File: src/hdl/mwm_pkg.sv
// Package for the mecanum wheel mixer: widths, constants and lane types.
`timescale 1ns / 1ps
package mwm_pkg;

    // Speed limit applied to every wheel magnitude
    localparam int unsigned SPEED_LIMIT = 100;

    // Field widths
    localparam int unsigned CMD_W   = 8;   // offset-binary command byte
    localparam int unsigned ABS_W   = 8;   // |centered command|, up to 128
    localparam int unsigned SUM_W   = 9;   // |x|+|y|+|w|, up to 384
    localparam int unsigned MIX_W   = 10;  // signed wheel mix, -384..383
    localparam int unsigned MAG_W   = 9;   // |mix|, up to 384
    localparam int unsigned NUM_W   = 16;  // 100*|mix|, up to 38400
    localparam int unsigned SPEED_W = 7;   // wheel magnitude, 0..100

    // One quotient bit per divider stage
    localparam int unsigned DIV_STEPS = SPEED_W;

    // Wheel lanes
    localparam int unsigned N_WHEEL = 4;
    localparam int unsigned WHEEL_LF = 0;
    localparam int unsigned WHEEL_LR = 1;
    localparam int unsigned WHEEL_RF = 2;
    localparam int unsigned WHEEL_RR = 3;

    // Edges from an accepted command to the result strobe being sampled:
    // mix stage, numerator stage, divider stages, output register
    localparam int unsigned LATENCY = 3 + DIV_STEPS;

    // One wheel lane inside the divider
    typedef struct packed {
        logic               neg;   // mix was negative
        logic [NUM_W-1:0]   rem;   // partial remainder
        logic [SPEED_W-1:0] quo;   // quotient bits found so far
    } lane_t;

endpackage

File: src/hdl/mecanum_wheel_mixer.sv
// Top level of the mecanum wheel mixer: mix, scale and divider pipeline.
//
// Channel   Direction  Handshake            Payload
// -------   ---------  -------------------  ----------------------------------
// command   in         start && !busy       x_byte, y_byte, turn_byte
// result    out        done (one cycle)     {lf,lr,rf,rr}_forward, _speed
//
// One command per cycle; busy is never raised. Results leave in order
// through the mix stage, the numerator stage, one restoring-divider
// stage per quotient bit (7) and the output register. Reset clears all
// valid bits; payload is not reset.
// The receiver cannot stall, so the pipeline never holds.
`timescale 1ns / 1ps
module mecanum_wheel_mixer (
    input  logic                        clk,
    input  logic                        rst_n,
    input  logic                        start,
    output logic                        busy,
    input  logic [mwm_pkg::CMD_W-1:0]   x_byte,
    input  logic [mwm_pkg::CMD_W-1:0]   y_byte,
    input  logic [mwm_pkg::CMD_W-1:0]   turn_byte,
    output logic                        done,
    output logic                        lf_forward,
    output logic [mwm_pkg::SPEED_W-1:0] lf_speed,
    output logic                        lr_forward,
    output logic [mwm_pkg::SPEED_W-1:0] lr_speed,
    output logic                        rf_forward,
    output logic [mwm_pkg::SPEED_W-1:0] rf_speed,
    output logic                        rr_forward,
    output logic [mwm_pkg::SPEED_W-1:0] rr_speed
);
    import mwm_pkg::*;

    // ---------------------------------------------------------------
    // Stage 1: center commands, sum of magnitudes, four wheel mixes
    // ---------------------------------------------------------------
    logic signed [CMD_W-1:0] x_c, y_c, w_c;
    logic        [ABS_W-1:0] x_abs, y_abs, w_abs;
    logic signed [MIX_W-1:0] x_e, y_e, w_e;
    logic signed [MIX_W-1:0] mix_next [N_WHEEL];
    logic        [SUM_W-1:0] sum_next;

    logic                    mix_vld_reg;
    logic signed [MIX_W-1:0] mix_reg [N_WHEEL];
    logic        [SUM_W-1:0] sum_reg;

    always_comb
    begin
        // offset binary minus 128 is the MSB flipped
        x_c = signed'(x_byte ^ 8'h80);
        y_c = signed'(y_byte ^ 8'h80);
        w_c = signed'(turn_byte ^ 8'h80);
        x_e = MIX_W'(x_c);
        y_e = MIX_W'(y_c);
        w_e = MIX_W'(w_c);
        x_abs = x_e[MIX_W-1] ? ABS_W'(-x_e) : ABS_W'(x_e);
        y_abs = y_e[MIX_W-1] ? ABS_W'(-y_e) : ABS_W'(y_e);
        w_abs = w_e[MIX_W-1] ? ABS_W'(-w_e) : ABS_W'(w_e);
        sum_next = SUM_W'(x_abs) + SUM_W'(y_abs) + SUM_W'(w_abs);
        mix_next[WHEEL_LF] = x_e - y_e + w_e;
        mix_next[WHEEL_LR] = x_e + y_e + w_e;
        mix_next[WHEEL_RF] = x_e + y_e - w_e;
        mix_next[WHEEL_RR] = x_e - y_e - w_e;
    end

    always_ff @(posedge clk or negedge rst_n)
    begin
        if (!rst_n)
        begin
            mix_vld_reg <= 1'b0;
        end
        else
        begin
            mix_vld_reg <= start && !busy;
        end
    end

    always_ff @(posedge clk)
    begin
        mix_reg <= mix_next;
        sum_reg <= sum_next;
    end

    // ---------------------------------------------------------------
    // Stage 2: numerator 100*|mix| and divisor max(s, 100).
    // With divisor 100 the quotient is |mix| itself, which covers both
    // the unscaled range and the all-centered case.
    // ---------------------------------------------------------------
    logic [SUM_W-1:0] dvs_next;
    lane_t            lane_next [N_WHEEL];
    logic [MAG_W-1:0] mag [N_WHEEL];

    always_comb
    begin
        dvs_next = (sum_reg > SUM_W'(SPEED_LIMIT)) ? sum_reg : SUM_W'(SPEED_LIMIT);
        for (int i = 0; i < N_WHEEL; i++)
        begin
            mag[i] = mix_reg[i][MIX_W-1] ? MAG_W'(-mix_reg[i]) : MAG_W'(mix_reg[i]);
            lane_next[i].neg = mix_reg[i][MIX_W-1];
            lane_next[i].rem = NUM_W'(mag[i]) * NUM_W'(SPEED_LIMIT);
            lane_next[i].quo = '0;
        end
    end

    // Divider pipeline registers; index 0 is the numerator stage
    logic             div_vld_reg [DIV_STEPS+1];
    logic [SUM_W-1:0] div_dvs_reg [DIV_STEPS+1];
    lane_t            div_lane_reg [DIV_STEPS+1][N_WHEEL];

    always_ff @(posedge clk or negedge rst_n)
    begin
        if (!rst_n)
        begin
            div_vld_reg[0] <= 1'b0;
        end
        else
        begin
            div_vld_reg[0] <= mix_vld_reg;
        end
    end

    always_ff @(posedge clk)
    begin
        div_dvs_reg[0]  <= dvs_next;
        div_lane_reg[0] <= lane_next;
    end

    // ---------------------------------------------------------------
    // Stages 3..9: restoring division, one quotient bit per stage,
    // most significant first. 100*|mix| < 128*divisor always holds.
    // ---------------------------------------------------------------
    for (genvar k = 0; k < DIV_STEPS; k++)
    begin : g_div
        localparam int unsigned BIT = DIV_STEPS - 1 - k;

        logic [NUM_W-1:0] dvs_sh;
        logic [NUM_W:0]   trial [N_WHEEL];
        lane_t            step_next [N_WHEEL];

        always_comb
        begin
            dvs_sh = NUM_W'(div_dvs_reg[k]) << BIT;
            for (int i = 0; i < N_WHEEL; i++)
            begin
                trial[i] = {1'b0, div_lane_reg[k][i].rem} - {1'b0, dvs_sh};
                step_next[i] = div_lane_reg[k][i];
                if (!trial[i][NUM_W])
                begin
                    step_next[i].rem      = trial[i][NUM_W-1:0];
                    step_next[i].quo[BIT] = 1'b1;
                end
            end
        end

        always_ff @(posedge clk or negedge rst_n)
        begin
            if (!rst_n)
            begin
                div_vld_reg[k+1] <= 1'b0;
            end
            else
            begin
                div_vld_reg[k+1] <= div_vld_reg[k];
            end
        end

        always_ff @(posedge clk)
        begin
            div_dvs_reg[k+1]  <= div_dvs_reg[k];
            div_lane_reg[k+1] <= step_next;
        end
    end

    // ---------------------------------------------------------------
    // Stage 10: output register; zero speed counts as forward
    // ---------------------------------------------------------------
    logic               done_reg;
    logic               fwd_next   [N_WHEEL];
    logic               fwd_reg    [N_WHEEL];
    logic [SPEED_W-1:0] speed_reg  [N_WHEEL];

    always_comb
    begin
        for (int i = 0; i < N_WHEEL; i++)
        begin
            fwd_next[i] = !div_lane_reg[DIV_STEPS][i].neg ||
                          (div_lane_reg[DIV_STEPS][i].quo == '0);
        end
    end

    always_ff @(posedge clk or negedge rst_n)
    begin
        if (!rst_n)
        begin
            done_reg <= 1'b0;
        end
        else
        begin
            done_reg <= div_vld_reg[DIV_STEPS];
        end
    end

    always_ff @(posedge clk)
    begin
        for (int i = 0; i < N_WHEEL; i++)
        begin
            fwd_reg[i]   <= fwd_next[i];
            speed_reg[i] <= div_lane_reg[DIV_STEPS][i].quo;
        end
    end

    // Ports
    assign busy       = 1'b0;
    assign done       = done_reg;
    assign lf_forward = fwd_reg[WHEEL_LF];
    assign lf_speed   = speed_reg[WHEEL_LF];
    assign lr_forward = fwd_reg[WHEEL_LR];
    assign lr_speed   = speed_reg[WHEEL_LR];
    assign rf_forward = fwd_reg[WHEEL_RF];
    assign rf_speed   = speed_reg[WHEEL_RF];
    assign rr_forward = fwd_reg[WHEEL_RR];
    assign rr_speed   = speed_reg[WHEEL_RR];

endmodule

File: config.mk
export PLATFORM = sky130hd
export DESIGN_NAME = mecanum_wheel_mixer
export DESIGN_NICKNAME = d
export VERILOG_FILES = /design/src/hdl/mwm_pkg.sv /design/src/hdl/mecanum_wheel_mixer.sv
export SDC_FILE = /design/constraint.sdc
export NUM_CORES = 1
export LEC_CHECK = 0
export ABC_AREA = 1
export BUFFER_PORTS_ARGS = -buffer_cell sky130_fd_sc_hd__buf_2
export CAP_MARGIN = 5
export CORE_MARGIN = 3
export CORE_UTILIZATION = 33
export CTS_CLUSTER_SIZE = 28
export DETAILED_ROUTE_END_ITERATION = 8
export GPL_TIMING_DRIVEN = 1
export PLACE_DENSITY = 0.48
export SYNTH_ARGS = -nofsm -noshare
export SYNTH_HDL_FRONTEND = slang
export SYNTH_SLANG_ARGS = --single-unit
File: constraint.sdc
create_clock -name clk -period 5.25 [get_ports clk]
set_input_delay 1.05 -clock clk [delete_from_list [all_inputs] [get_ports clk]]
set_output_delay 1.05 -clock clk [all_outputs]
set_load 0.01 [all_outputs]
==> impl_metrics.yaml <==
finish:
  largest_reg_flops: 525
  syn2layout_area_growth_pct: 12.2
  nets: 6092
  diodes: 0
  final_cell_mix: "nand2_1, inv_1, dfxtp_1"
  layout_commonest_cell: "nand2_1"
  drive_gt1_share_pct: 5.83
timing:
  setup_violations: 0
  finalHoldViolCount: 0
  final.period_utilization_pct: 76.6
  grt_setup_unrepaired: "false"
  min_period_ps: 4020
  slew_viol_final: 0
  final.setup_skew_ps: 22.5
  worstMarginPinSlew_ps: 624
  fin_setup_tns_ps: 0
  hold_slack_ps: 273
  slew-limit-headroom_pct: 58.1
  setup_ws_ps: 1230
  max_clock_freq_mhz: 249
floorplanning:
  ios: 61
  fp.coreArea_um2: 118000
  start_util_pct: 33.4
  dieHeight_um: 352
  rows: 126
  dieArea_um2: 124000
  chipWidth_um: 352
global_route:
  overflow: 0
  grt_pass1_vias: 31900
  grt_pass1_wl_um: 160000
  grt.total_usage_pct: 15.8
  grt_max_degree: 18
  antenna_found_initial: 1
placement:
  dp_hpwl_um: 81700
  gp_congestion: 0.886
  pre_cts_slack_ps: 1180
  port_buffers: 59
logic_synthesis:
  syn_inst: 5473
  avgSynthCellArea_um2: 7.22
  yosysSeqAreaShare_pct: 34.3
  async_reset_ff_share_pct: 1.48
  syn_area_um2: 39500
  ys_warn_count: 0
  ys_ff_latch: 675
  yosys.cell_types.count: 45
  ys.flop_type: "dfxtp_1"
  synth_edf_count: 0
  synth_fp_nets: 5988
critical_path:
  cp-startpoint: "sum_reg[0]"
  worstSetupPathType: "flop to flop"
  cp-endpoint: "div_lane_reg[0][21]"
  cp.arrival_ps: 4540
  r2r-end: "div_lane_reg[0][21]"
  endpoint_kind: "flop"
  r2r_start: "sum_reg[0]"
  r2r_slack_ps: 1230
  critical_path_required_ps: 5770
  reg2reg_depth: 17
  cp-start-kind: "flop"
  crit_path_max_fanout: 12
cts:
  clkLatencyLatePin_ps: 640
  path_clk_slew_ps: 60
  cts_tree: "done"
  ctsResizeCount: 0
  htree_levels: 3
  clock_path_buffers: 3
  numCtsBuffers: 81
  hold_buffers: 0
  cts_setup_buffers: 0
  ctsRootBufferMaster: "clkbuf_16"
  cts.sinks: 675
drt:
  antenna_left: 0
  drt_iter0_drc: 1282
  num_vias: 32000
  drc: 0
  wl_per_cell_um: 13.7
  routed_wl_um: 99000
  drtPass1Iterations: 5
  vias_per_cell: 4.42
run:
  max_cap_viol_count: 0
hold_path:
  min_path_type: "input port to async pin"
status:
  status: "finished, final reports clean"
-- through the flow --
step | utilization [%] | area (µm²) | cells
after global placement | 35.1 | 41500 | 7094
after CTS | 37.5 | 44400 | 7240
after floorplan | - | 39500 | 5473
after global routing | 37.5 | 44400 | 7240
final | 37.5 | 44400 | 7240
after detailed placement | 35.1 | 41500 | 7094
-- metal layers --
layer,up-vias,part of all wire (%),global-route usage [%]
met5,-,0,0
met3,191,2.6,1.91
li1,17400,-,-
met1,14000,43,17.9
met2,391,50,29.5
met4,0,4.0,6.74
-- worst min-delay path by stage --
stage / from / to / slack [ps] / cells past startpoint
final: rst_n / mix_vld_reg / 270 / 1
after global routing: rst_n / div_vld_reg[7] / 260 / 1
after detailed placement: div_lane_reg[1][54] / div_lane_reg[2][54] / 310 / 0
after floorplan: div_lane_reg[0][10] / div_lane_reg[1][10] / 310 / 0
after CTS: rst_n / mix_vld_reg / 230 / 1
after global placement: div_lane_reg[3][95] / div_lane_reg[4][95] / 310 / 0
-- critical path, cell delays in order, from the launching register on --
cell	delay, ps
dfxtp_1	290
buf_4	190
inv_1	280
ha_1	240
inv_1	60
o31ai_1	230
xor2_1	310
ha_1	290
ha_1	280
inv_1	50
fa_1	520
inv_1	40
ha_1	340
nand2_1	70
o21ai_0	360
nand4_1	170
nand3_1	120
nand2_1	50
-- synth_stat cells (all sizes together) (7+ instances only) --
cell type	n	area, µm²
nor3	42	255
nand3	384	2130
dfxtp	665	13300
xor2	145	1270
or2	12	75.1
buf	33	312
o21ai	191	990
a31oi	11	68.8
nor4	7	43.8
inv	926	3480
nand3b	62	465
dfrtp	10	250
o21bai	16	120
nand2	1753	6650
ha	433	5420
nand4	74	463
fa	55	1100
xnor2	49	429
a21oi	204	1100
nor2	368	1390
o31ai	11	82.6
-- cell families after synthesis --
logic type | count (synthesis) | synth area share [%]
and+or+nand+nor | 2704 | 29.1
buffers and inverters | 967 | 9.66
DFF | 675 | 34.3
xor gates and xnor gates | 194 | 4.30
AOI/OAI and AO/OA | 444 | 6.17
adders and majority gates | 488 | 16.5
other | 1 | 0.00949
-- area by class of cell --
cell class,instances,area (µm²)
repair buffers,60,303
multi-input cells,3831,22200
clock buffers,106,2330
well taps,1600,2000
fillers,12500,74000
flip-flops and latches,675,13600
inverters,928,3480
clock inverters,40,526
Power is not shown: default switching activity piles up to over one toggle a cycle in this logic, so the estimate is an artifact.
